`config.mk`:
```
export PLATFORM = sky130hd
export DESIGN_NAME = step_dispatch_scoreboard
export DESIGN_NICKNAME = d
export VERILOG_FILES = /design/src/rtl/ssb_pkg.sv /design/src/rtl/ssb_ctrl.sv /design/src/rtl/ssb_dp.sv /design/src/rtl/step_dispatch_scoreboard.sv
export SDC_FILE = /design/constraint.sdc
export NUM_CORES = 1
export LEC_CHECK = 0
export ABC_AREA = 0
export CAP_MARGIN = 20
export CORE_MARGIN = 2
export CORE_UTILIZATION = 30
export DETAILED_ROUTE_END_ITERATION = 16
export DONT_BUFFER_PORTS = 1
export HOLD_SLACK_MARGIN = 0.02
export MAX_ROUTING_LAYER = met4
export PLACE_DENSITY_LB_ADDON = 0.15
export SLEW_MARGIN = 30
export SYNTH_ARGS = -nofsm -noshare
export SYNTH_HDL_FRONTEND = slang
export SYNTH_SLANG_ARGS = --single-unit
export TNS_END_PERCENT = 5
```
`constraint.sdc`:
```
create_clock -name i_clk -period 5.1 [get_ports i_clk]
set_input_delay 1.02 -clock i_clk [delete_from_list [all_inputs] [get_ports i_clk]]
set_output_delay 1.02 -clock i_clk [all_outputs]
set_load 0.02 [all_outputs]
```
`src/rtl/ssb_pkg.sv`:
```
`default_nettype none
package ssb_pkg;

    localparam int NUM_STEPS = 16;
    localparam int IDX_W     = $clog2(NUM_STEPS);
    localparam int CNT_W     = $clog2(NUM_STEPS + 1);
    localparam int CMD_W     = 3;
    localparam int QLEN_W    = 5;

    // Command codes carried in the input item.
    localparam logic [CMD_W-1:0] CMD_DISPATCH = 3'd0;
    localparam logic [CMD_W-1:0] CMD_COMPLETE = 3'd1;
    localparam logic [CMD_W-1:0] CMD_ABORT    = 3'd2;
    localparam logic [CMD_W-1:0] CMD_REQUEUE  = 3'd3;
    localparam logic [CMD_W-1:0] CMD_REWIND   = 3'd4;
    localparam logic [CMD_W-1:0] CMD_QUERY    = 3'd5;

    // Per-step state codes.
    localparam logic [1:0] ST_QUEUED   = 2'd0;
    localparam logic [1:0] ST_ACTIVE   = 2'd1;
    localparam logic [1:0] ST_COMPLETE = 2'd2;
    localparam logic [1:0] ST_ABORTED  = 2'd3;

    // Result status codes.
    localparam logic [1:0] STS_OK        = 2'd0;
    localparam logic [1:0] STS_RANGE     = 2'd1;
    localparam logic [1:0] STS_EXHAUSTED = 2'd2;

    // Commands from the controller to the datapath.
    typedef struct packed {
        logic load_item;
        logic exec;
        logic scan_step;
        logic load_out;
    } t_ssb_ctl;

    // Status from the datapath to the controller.
    typedef struct packed {
        logic scan_last;
        logic out_free;
    } t_ssb_sts;

    // Number of steps in use: zero reads as one, anything above the table size is clipped.
    function automatic logic [CNT_W-1:0] steps_in_use(input logic [QLEN_W-1:0] q);
        logic [CNT_W-1:0] len;
        begin
            if (q == '0) begin
                len = CNT_W'(1);
            end else if (q > QLEN_W'(NUM_STEPS)) begin
                len = CNT_W'(NUM_STEPS);
            end else begin
                len = CNT_W'(q);
            end
            return len;
        end
    endfunction

endpackage
`default_nettype wire

```
`src/rtl/ssb_ctrl.sv`:
```
`default_nettype none
module ssb_ctrl
    import ssb_pkg::*;
(
    input  wire logic     i_clk,
    input  wire logic     i_rst_n,
    input  wire logic     i_in_valid,
    output logic          o_in_ready,
    input  wire t_ssb_sts i_sts,
    output t_ssb_ctl      o_ctl
);

    typedef enum logic [3:0] {
        S_IDLE = 4'b0001,
        S_EXEC = 4'b0010,
        S_SCAN = 4'b0100,
        S_LOAD = 4'b1000
    } t_state;

    t_state r_state;
    t_state n_state;

    always_ff @(posedge i_clk) begin
        if (!i_rst_n) begin
            r_state <= S_IDLE;
        end else begin
            r_state <= n_state;
        end
    end

    always_comb begin
        n_state = r_state;
        o_ctl   = '0;
        unique case (r_state)
            S_IDLE: begin
                if (i_in_valid) begin
                    o_ctl.load_item = 1'b1;
                    n_state = S_EXEC;
                end
            end
            S_EXEC: begin
                o_ctl.exec = 1'b1;
                n_state = S_SCAN;
            end
            S_SCAN: begin
                o_ctl.scan_step = 1'b1;
                if (i_sts.scan_last) begin
                    n_state = S_LOAD;
                end
            end
            S_LOAD: begin
                if (i_sts.out_free) begin
                    o_ctl.load_out = 1'b1;
                    n_state = S_IDLE;
                end
            end
            default: begin
                n_state = S_IDLE;
            end
        endcase
    end

    assign o_in_ready = (r_state == S_IDLE);

    a_onehot: assert property (@(posedge i_clk) disable iff (!i_rst_n) $onehot(r_state))
        else $error("controller state not one-hot");
    a_exec_follows_load: assert property (@(posedge i_clk) disable iff (!i_rst_n)
        o_ctl.load_item |=> o_ctl.exec)
        else $error("accepted item not executed next cycle");
    a_load_needs_room: assert property (@(posedge i_clk) disable iff (!i_rst_n)
        o_ctl.load_out |-> i_sts.out_free)
        else $error("result load issued while the output register is occupied");

endmodule
`default_nettype wire

```
`src/rtl/ssb_dp.sv`:
```
`default_nettype none
module ssb_dp
    import ssb_pkg::*;
(
    input  wire logic              i_clk,
    input  wire logic              i_rst_n,
    input  wire t_ssb_ctl          i_ctl,
    output t_ssb_sts               o_sts,
    input  wire logic              i_cfg_we,
    input  wire logic [QLEN_W-1:0] i_cfg_wdata,
    input  wire logic [CMD_W-1:0]  i_cmd,
    input  wire logic [IDX_W-1:0]  i_step_index,
    input  wire logic              i_out_ready,
    output logic                   o_out_valid,
    output logic [IDX_W-1:0]       o_dispatched_index,
    output logic                   o_dispatch_valid,
    output logic [1:0]             o_step_state,
    output logic [CNT_W-1:0]       o_pointer_now,
    output logic [CNT_W-1:0]       o_aborted_count,
    output logic [1:0]             o_status
);

    logic [QLEN_W-1:0] r_queue_length;
    logic [CNT_W-1:0]  len;

    logic [CMD_W-1:0]  r_cmd;
    logic [IDX_W-1:0]  r_idx;
    logic [1:0]        r_states [NUM_STEPS];
    logic [CNT_W-1:0]  r_ptr;
    logic [CNT_W-1:0]  n_ptr;

    logic [IDX_W-1:0]  r_didx;
    logic              r_dval;
    logic [1:0]        r_qstate;
    logic [1:0]        r_status;
    logic [IDX_W-1:0]  n_didx;
    logic              n_dval;
    logic [1:0]        n_qstate;
    logic [1:0]        n_status;

    logic [CNT_W-1:0]  r_scan;
    logic [CNT_W-1:0]  r_acount;
    logic              r_found;
    logic [IDX_W-1:0]  r_first;

    logic [IDX_W-1:0]  rd_addr;
    logic [1:0]        rd_data;
    logic              idx_ok;
    logic              ptr_ok;

    logic              r_ovalid;
    logic [IDX_W-1:0]  r_out_didx;
    logic              r_out_dval;
    logic [1:0]        r_out_qstate;
    logic [CNT_W-1:0]  r_out_ptr;
    logic [CNT_W-1:0]  r_out_acount;
    logic [1:0]        r_out_status;

    always_ff @(posedge i_clk) begin
        if (!i_rst_n) begin
            r_queue_length <= QLEN_W'(1);
        end else if (i_cfg_we) begin
            r_queue_length <= i_cfg_wdata;
        end
    end

    assign len = steps_in_use(r_queue_length);

    always_ff @(posedge i_clk) begin
        if (i_ctl.load_item) begin
            r_cmd <= i_cmd;
            r_idx <= i_step_index;
        end
    end

    // One read port into the table, shared by the query and the scan.
    assign rd_addr = i_ctl.exec ? r_idx : r_scan[IDX_W-1:0];
    assign rd_data = r_states[rd_addr];
    assign idx_ok  = ({1'b0, r_idx} < len);
    assign ptr_ok  = (r_ptr < len);

    always_comb begin
        n_ptr = r_ptr;
        if (i_ctl.exec) begin
            if (r_cmd == CMD_DISPATCH && ptr_ok) begin
                n_ptr = r_ptr + CNT_W'(1);
            end else if (r_cmd == CMD_REQUEUE) begin
                n_ptr = '0;
            end
        end else if (i_ctl.load_out && r_cmd == CMD_REWIND && r_found) begin
            n_ptr = CNT_W'(r_first);
        end
    end

    always_ff @(posedge i_clk) begin
        if (!i_rst_n) begin
            for (int i = 0; i < NUM_STEPS; i++) begin
                r_states[i] <= ST_QUEUED;
            end
            r_ptr <= '0;
        end else begin
            r_ptr <= n_ptr;
            if (i_ctl.exec) begin
                unique case (r_cmd)
                    CMD_DISPATCH: begin
                        if (ptr_ok) begin
                            r_states[r_ptr[IDX_W-1:0]] <= ST_ACTIVE;
                        end
                    end
                    CMD_COMPLETE: begin
                        if (idx_ok) begin
                            r_states[r_idx] <= ST_COMPLETE;
                        end
                    end
                    CMD_ABORT: begin
                        if (idx_ok) begin
                            r_states[r_idx] <= ST_ABORTED;
                        end
                    end
                    CMD_REQUEUE: begin
                        for (int i = 0; i < NUM_STEPS; i++) begin
                            r_states[i] <= ST_QUEUED;
                        end
                    end
                    default: begin
                    end
                endcase
            end
        end
    end

    // Per-item result fields, settled in the execute cycle.
    always_comb begin
        n_didx   = '0;
        n_dval   = 1'b0;
        n_qstate = ST_QUEUED;
        n_status = STS_OK;
        unique case (r_cmd)
            CMD_DISPATCH: begin
                if (ptr_ok) begin
                    n_didx = r_ptr[IDX_W-1:0];
                    n_dval = 1'b1;
                end else begin
                    n_status = STS_EXHAUSTED;
                end
            end
            CMD_COMPLETE, CMD_ABORT: begin
                if (!idx_ok) begin
                    n_status = STS_RANGE;
                end
            end
            CMD_QUERY: begin
                if (idx_ok) begin
                    n_qstate = rd_data;
                end else begin
                    n_status = STS_RANGE;
                end
            end
            default: begin
            end
        endcase
    end

    always_ff @(posedge i_clk) begin
        if (i_ctl.exec) begin
            r_didx   <= n_didx;
            r_dval   <= n_dval;
            r_qstate <= n_qstate;
            r_status <= n_status;
        end
    end

    // Scan over the steps in use: count aborted steps, find the first rewind target.
    always_ff @(posedge i_clk) begin
        if (i_ctl.exec) begin
            r_scan   <= '0;
            r_acount <= '0;
            r_found  <= 1'b0;
            r_first  <= '0;
        end else if (i_ctl.scan_step) begin
            r_scan <= r_scan + CNT_W'(1);
            if (rd_data == ST_ABORTED) begin
                r_acount <= r_acount + CNT_W'(1);
            end
            if (!r_found && (rd_data == ST_QUEUED || rd_data == ST_ABORTED)) begin
                r_found <= 1'b1;
                r_first <= r_scan[IDX_W-1:0];
            end
        end
    end

    assign o_sts.scan_last = ((r_scan + CNT_W'(1)) == len);
    assign o_sts.out_free  = !r_ovalid || i_out_ready;

    always_ff @(posedge i_clk) begin
        if (!i_rst_n) begin
            r_ovalid <= 1'b0;
        end else if (i_ctl.load_out) begin
            r_ovalid <= 1'b1;
        end else if (i_out_ready) begin
            r_ovalid <= 1'b0;
        end
    end

    always_ff @(posedge i_clk) begin
        if (i_ctl.load_out) begin
            r_out_didx   <= r_didx;
            r_out_dval   <= r_dval;
            r_out_qstate <= r_qstate;
            r_out_ptr    <= n_ptr;
            r_out_acount <= r_acount;
            r_out_status <= r_status;
        end
    end

    assign o_out_valid        = r_ovalid;
    assign o_dispatched_index = r_out_didx;
    assign o_dispatch_valid   = r_out_dval;
    assign o_step_state       = r_out_qstate;
    assign o_pointer_now      = r_out_ptr;
    assign o_aborted_count    = r_out_acount;
    assign o_status           = r_out_status;

    a_ptr_bound: assert property (@(posedge i_clk) disable iff (!i_rst_n)
        r_ptr <= CNT_W'(NUM_STEPS))
        else $error("dispatch pointer beyond table");
    a_scan_bound: assert property (@(posedge i_clk) disable iff (!i_rst_n)
        i_ctl.scan_step |-> (r_scan < len))
        else $error("scan ran past the steps in use");
    a_dval_ok: assert property (@(posedge i_clk) disable iff (!i_rst_n)
        (r_ovalid && r_out_dval) |-> (r_out_status == STS_OK))
        else $error("dispatched step reported with error status");
    a_no_overwrite: assert property (@(posedge i_clk) disable iff (!i_rst_n)
        i_ctl.load_out |-> (!r_ovalid || i_out_ready))
        else $error("result loaded over an untaken result");

endmodule
`default_nettype wire

```
`src/rtl/step_dispatch_scoreboard.sv`:
```
// Step dispatch scoreboard.
// Keeps a state (queued, active, complete, aborted) for each of 16 steps and a
// dispatch pointer. Commands arrive as items on the s_axis channel; every
// command returns exactly one result item on the m_axis channel, carrying the
// dispatched index, the queried state, the pointer after the command, the
// number of aborted steps in use and a status code.
// The number of steps in use is set through i_cfg_we / i_cfg_wdata, which
// should only be written while no command is in flight.
// A command item is accepted only while the block is idle. Its result item is
// offered after the command has been executed, after a single table read port
// has swept the L steps in use (1 to 16) to count aborted ones and find the
// rewind target, and after the result has been loaded into the output register.
// The block is ready again in the cycle after that load, so it takes a new item
// only once the result of the last one is in the output register.
// The output register decouples the two sides: a new item is accepted while
// the previous result still waits; if the receiver stalls, the next result
// is held in the datapath until the output register frees.
// Reset (synchronous, active low) marks every step queued, clears the pointer,
// sets the length to one and empties the output register.
`default_nettype none
module step_dispatch_scoreboard
    import ssb_pkg::*;
(
    input  wire logic        i_clk,
    input  wire logic        i_rst_n,
    input  wire logic        i_cfg_we,
    input  wire logic [4:0]  i_cfg_wdata,   // queue_length
    input  wire logic        s_axis_tvalid,
    output logic             s_axis_tready,
    input  wire logic [7:0]  s_axis_tdata,  // [2:0] cmd, [6:3] step_index, [7] zero
    output logic             m_axis_tvalid,
    input  wire logic        m_axis_tready,
    output logic [15:0]      m_axis_tdata,  // [3:0] dispatched_index, [5:4] step_state,
                                            // [10:6] pointer_now, [15:11] aborted_count
    output logic [2:0]       m_axis_tuser   // [0] dispatch_valid, [2:1] status
);

    t_ssb_ctl         ctl;
    t_ssb_sts         sts;
    logic [IDX_W-1:0] dispatched_index;
    logic             dispatch_valid;
    logic [1:0]       step_state;
    logic [CNT_W-1:0] pointer_now;
    logic [CNT_W-1:0] aborted_count;
    logic [1:0]       status;

    // The controller sequences capture, execute, scan and result load.
    ssb_ctrl u_ctrl (
        .i_clk      (i_clk),
        .i_rst_n    (i_rst_n),
        .i_in_valid (s_axis_tvalid),
        .o_in_ready (s_axis_tready),
        .i_sts      (sts),
        .o_ctl      (ctl)
    );

    // The datapath holds the step table, the pointer and the output register.
    ssb_dp u_dp (
        .i_clk              (i_clk),
        .i_rst_n            (i_rst_n),
        .i_ctl              (ctl),
        .o_sts              (sts),
        .i_cfg_we           (i_cfg_we),
        .i_cfg_wdata        (i_cfg_wdata),
        .i_cmd              (s_axis_tdata[2:0]),
        .i_step_index       (s_axis_tdata[6:3]),
        .i_out_ready        (m_axis_tready),
        .o_out_valid        (m_axis_tvalid),
        .o_dispatched_index (dispatched_index),
        .o_dispatch_valid   (dispatch_valid),
        .o_step_state       (step_state),
        .o_pointer_now      (pointer_now),
        .o_aborted_count    (aborted_count),
        .o_status           (status)
    );

    // Fields packed from the lowest bit up; the spare bit of the input byte is ignored.
    assign m_axis_tdata = {aborted_count, pointer_now, step_state, dispatched_index};
    assign m_axis_tuser = {status, dispatch_valid};

endmodule
`default_nettype wire

```
## Yosys cells after proc, flatten, opt, wreduce, memory -nomap -nowiden

Memory sizes are Yosys's and may differ from the RTL's.
Index checks and enable logic that the tools add are counted.

| cells by class | value |
|---|---|
| $add $sub $neg | 3 |
| mux-type cells | 64 |
| reduce and logical (&&, ||, !) cells | 20 |
| magnitude comparators | 3 |
| bitwise operators | 17 |
| equal/unequal tests | 14 |

Operators with widths:

| operator | count |
|---|---|
| 2-bit 2-to-1 mux | 20 |
| 1-bit 2-to-1 mux | 30 |
| 5-bit 2-to-1 mux | 6 |
| 4-bit 2-to-1 mux | 6 |
| 1-bit OR | 17 |
| 4-bit one-hot mux with 4 select lines | 1 |
| 5-bit by 1-bit adder with 5-bit output, second input constant | 3 |
| 2-bit AND reduction | 4 |
| 3-bit by 2-bit == test with 1-bit output, second input constant | 2 |
| 3-bit == test, second input constant | 2 |
| 2-bit != test, second input constant | 3 |
| 5-bit == test | 1 |
| 5-bit greater-than comparator, second input constant | 1 |
| 5-bit zero test | 1 |
| 4-bit by 5-bit less-than comparator with 1-bit output | 1 |
| 5-bit less-than comparator | 1 |
| 4-bit by 1-bit == test with 1-bit output, second input constant | 1 |
| 4-bit by 2-bit == test with 1-bit output, second input constant | 1 |
| 4-bit by 3-bit == test with 1-bit output, second input constant | 1 |
| 4-bit == test, second input constant | 1 |
| 1-bit logical AND | 4 |
| 2-bit one-hot mux with 2 select lines | 1 |
| 2-bit OR reduction | 2 |
| 3-bit by 1-bit == test with 1-bit output, second input constant | 1 |
| 8 further kinds | 10 |

| word-level totals | value |
|---|---|
| word-level logic and storage cells | 142 |
| input bits | 18 |
| flip-flop bits (word level) | 65 |
| bits in writable memories | 32 |
| memories | 1 |

Memories:

| name | depth | bits a word | rd ports | clocked after memory_dff | write ports | line | text |
|---|---|---|---|---|---|---|---|
| u_dp.r_states | 16 | 2 | 1 | 0 | 16 | ssb_dp.sv:28 | `logic [1:0] r_states [NUM_STEPS];` |

## Depth between registers and ports, before layout

| logic depth | value |
|---|---|
| depth in word-level cells | 12 |
| mapped depth | 15 |
| depth with buffers taken out | 13 |

## Cells and area by module

Synthesis repeated with hierarchy kept, for this count alone.

| second synthesis, totals | value |
|---|---|
| cell total of the unflattened synthesis | 416 |
| area total of the unflattened synthesis | 4768.3 um^2 |

Modules (own cells, without submodules):

| module | area each (um^2) | instances | cells each |
|---|---|---|---|
| ssb_dp | 4508.1 | 1 | 390 |
| ssb_ctrl | 252.7 | 1 | 25 |
| step_dispatch_scoreboard | 7.5 | 1 | 1 |

## Worst setup path after synthesis

Ideal clock, no wire load.

| timing path | value |
|---|---|
| kind | register to register |
| start | register u_ctrl.r_state[2] |
| end | register u_dp.r_first[0] |
| period minus slack after synthesis | 3285 ps |
| data arrival time | 3142 ps |
| stages on the path, launching flop included | 14 |
| path buffers | 1 |
| data required time | 4957 ps |
| slack | 1815 ps |
| library setup time | 143 ps |
| cells stage by stage | dfxtp_1 -> nor2_4 -> nand3b_4 -> inv_6 -> mux2i_2 -> buf_4 -> mux2i_1 -> mux2i_1 -> mux2_2 -> mux2_2 -> ha_1 -> nor3b_2 -> mux2i_1 -> nor2_1 |

| on the way | value |
|---|---|
| longest elaborated chain between the ends | 8 |
| elaborated cells on any way between the ends | 11 |
| classes of those cells | 3 x eq/ne; 3 x mux; 4 x reduce/logical; 1 x memory |

Ends and longest elaborated chain:

| what | line | text |
|---|---|---|
| start, declared | ssb_ctrl.sv:20 | `t_state r_state;` |
| start signal, assigned | ssb_ctrl.sv:27 | `r_state <= n_state;` |
| 4-bit by 2-bit == test with 1-bit output (*) | ssb_ctrl.sv:34 | `unique case (r_state)` |
| 1-bit 2-to-1 mux (*) | ssb_ctrl.sv:34 |  |
| 4-bit 2-to-1 mux (*) | ssb_dp.sv:77 | `assign rd_addr = i_ctl.exec ? r_idx : r_scan[IDX_W-1:0];` |
| memory 16 x 2 bit (*) | n/a |  |
| net u_dp.rd_data[0] | ssb_dp.sv:47 | `logic [1:0] rd_data;` |
| 2-bit == test / 2-bit zero test (equally long branches) | ssb_dp.sv:185 | `if (!r_found && (rd_data == ST_QUEUED \|\| rd_data == ST_ABORTED)) begin` |
| 1-bit logical OR (*) | ssb_dp.sv:185 |  |
| 1-bit logical AND (*) | ssb_dp.sv:185 |  |
| 2-bit AND reduction (no source line) (*) | n/a |  |
| end signal, assigned | ssb_dp.sv:187 | `r_first <= r_scan[IDX_W-1:0];` |
| end, declared | ssb_dp.sv:44 | `logic [IDX_W-1:0] r_first;` |

The timed path passes the listed nets; every way through them passes the cells marked *.
A chain may end at the register's enable or synchronous reset.

## Worst setup path in the final report

Same ends and word-level chain as after synthesis.

==> flow_summary.ini <==
[worst_setup_path]
cp_data_required_time_ns = 5.34
timing.critical_path.fanout_max = 35
crit_path_start_kind = register
crit_chain = nor2_4 > nand3b_4 > inv_6 > mux2i_2 > buf_4 > mux2i_1 > mux2i_1 > mux2_2 > mux2_2 > ha_1 > nor3b_2 > mux2i_1 > nor2_1
cp_num_buf_inv = 2
setup.worst_path.class = reg -> reg
worst_setup_path_startpoint = u_ctrl.r_state[2]
critical-path-slowest-cell = nor3b_2
timing.critical_path.to_type = register
reg2reg_from = u_ctrl.r_state[2]
crit_top_cell = mux2i_1
worst_ep_arrival_time_ns = 4.13
worst_path_max_stage_delay_ns = 0.49
crit_family = multiplexers

[clocking]
cts.sink_count = 97
cts_resized = 0
cts_htree_levels = 3
clock_tree.buffer_depth = 2
cts_made_buffers = 9
cts_post_setup_buffers_inserted = 0
cts_tree = built
cts_hold_buf = 0
clk_pin_slew_ns = 0.07
cts_root_buf = clkbuf_16
clk-insertion-delay-late_ns = 0.35

[synthesis]
ys_async_sr_fraction = 0
postSynthAreaPerCell_um2 = 11.3
postSynth.topFlopCell = edfxtp_1
synth_cell_types = 65
synth_sequential_area_ratio = 0.542
synth.ff_latch_count = 97
synth_enable_flop_cells = 67
synthesis.yosys.warnings = 0
synth_area_um2 = 4820
postSynthNetCount = 457
synth_cells = 428

[sta]
final.hold.worst_slack_ns = 0.421
clock-skew-final_ns = 0.0103
layout_worst_path_cycle_share = 0.763
max-slew-margin-rel = 0.463
finalSetupTns_ns = 0
rsz0062_at_grt = false
maximum_clock_frequency_mhz = 257
worst-slew-pin-transition_ns = 0.790
setup_violations = 0
hold_viol_final = 0
finalMaxSlewViolations = 0
min_period_ns = 3.89

[cells_and_area]
design.final.nets = 450
fin_util = 0.339
drive_gt1_frac = 0.108
flow.area_growth_from_synthesis_pct = 11.0
leading_cell_type_in_the_layout_fill_and_taps_excluded = edfxtp_1
antenna_cells_inserted = 0
mostFrequentLayoutCells = edfxtp_1, nor2_1, mux2i_1

[route]
vias = 3152
drt_iter0_markers = 120
ant_nets = 0
finalWirelength_um = 11100
drtPass1Iterations = 4
avgViaCountPerCell = 4.91
route.detailed.drc = 0
route.detailed.wl_per_inst_um = 17.3

[power]
irDropWorstVdd_mv = 0.170
power_density_nw_per_um2 = 317
p_leak_nw = 1.95

[hold_path]
launch_point_of_the_worst_hold_path = u_dp.r_status[1]
timing.hold.worst.class = reg -> reg

[floorplanning]
rows = 46
core_area_um2 = 15800
start_util = 0.306
fp.dieW_um = 131
top_level_ports = 39
die_height_um = 131
die_area_um2 = 17100

[placement]
place.gp.congestion = 0.757
port_buffers = 0
place_hpwl_um = 7950

[status]
run_status = finished clean

[job]
max_cap_viol_count = 0

[global_route]
maximum_number_of_pins_on_one_net_before_global_route_repair = 36
grt_overflow_total = 0
global_route_usage_over_all_layers = 0.144
grt_pass1_vias = 3111
antenna_found_initial = 0
global_route_wire_length_before_repair_um = 17500
routing by layer:
layer  vias to the layer above  share of wire  track usage
met3                        15          0.044       0.0338
li1                       1575              -            -
met5                         -              0            -
met2                        67           0.44        0.206
met4                         0          0.022       0.0651
met1                      1495           0.50        0.194
cell usage after synthesis, drive strengths merged (5+ instances only):
cell    number  share of area
nor4         6         0.0078
mux2         8          0.019
nor2        61          0.049
clkbuf      18          0.014
ha          11          0.029
and3         5         0.0075
and2         6         0.0078
xnor2        8          0.015
nand2b       7         0.0091
o21ai       12          0.012
a31oi        5         0.0078
nand2       17          0.015
mux2i       40          0.085
or3         11          0.016
dfxtp       30           0.12
edfxtp      67           0.42
inv          7         0.0065
nand4        6         0.0078
xor2         7          0.013
a21oi       26          0.027
nor2b        5         0.0065
nor3        14          0.018
flip-flops by register name, indices dropped and copies added (netlist names), 3 cells and up:
register and count:
u_dp.o_pointer_now 5, u_dp.r_scan 5, u_dp.r_acount 5, u_dp.r_idx 4, u_dp.r_first 4, u_dp.o_aborted_count 5, u_dp.r_cmd 3, u_dp.r_didx 4
u_ctrl.r_state 4, u_dp.o_dispatched_index 4, u_dp.r_ptr 5, u_dp.r_states 32, u_dp.r_queue_length 5
cell families after synthesis:
group | count (synthesis) | synth area share
fa+ha+maj | 11 | 0.0286
mux | 48 | 0.104
compound gates | 68 | 0.0898
xor+xnor | 15 | 0.0273
flops | 97 | 0.542
buf+inv | 31 | 0.0275
simple gates | 158 | 0.180
metrics by stage:
step / worst slack, ns / cell area [um2] / std cells / total power [mW]
after floorplan: 1.82 / 4820 / 428 / 0.975
after global placement: 1.21 / 5030 / 626 / 1.01
after detailed placement: 1.17 / 5030 / 626 / 1.01
after CTS: 1.17 / 5340 / 642 / 1.72
after global routing: 0.959 / 5350 / 642 / 1.76
final: 1.21 / 5350 / 642 / 1.69
final timing paths:
path / endpoint / slack, ns / cells past startpoint
worst max-delay path: u_dp.r_first[0] / 1.21 / 13
worst min-delay path: u_dp.o_status[1] / 0.42 / 0
worst max register to register: u_dp.r_first[0] / 1.21 / 13
worst min register to register: u_dp.o_status[1] / 0.42 / 0
worst reg2reg max path, delay by kind of cell, from the launching register on:
family,cells,cell delay (ns)
fa+ha+maj,1,0.30
buf+inv,2,0.66
flops,1,0.38
mux,6,1.55
simple gates,4,0.90
where the power goes:
group	leakage, nW	internal [mW]	switching (mW)	total (mW)
Sequential	0.899	0.857	0.0242	0.881
Combinational	0.893	0.0440	0.0658	0.110
Clock	0.153	0.390	0.313	0.703
Total	1.95	1.29	0.403	1.69
layout make-up:
| class | count | area [um2] |
|---|---|---|
| Inverter | 9 | 38.8 |
| Multi-Input combinational cell | 300 | 2080 |
| Sequential cell | 97 | 2610 |
| Clock inverter | 7 | 87.6 |
| Tap cell | 216 | 270 |
| Timing Repair Buffer | 4 | 30.0 |
| Fill cell | 1625 | 10400 |
| Clock buffer | 9 | 225 |
Note: power is estimated with default switching activity, not from simulation.
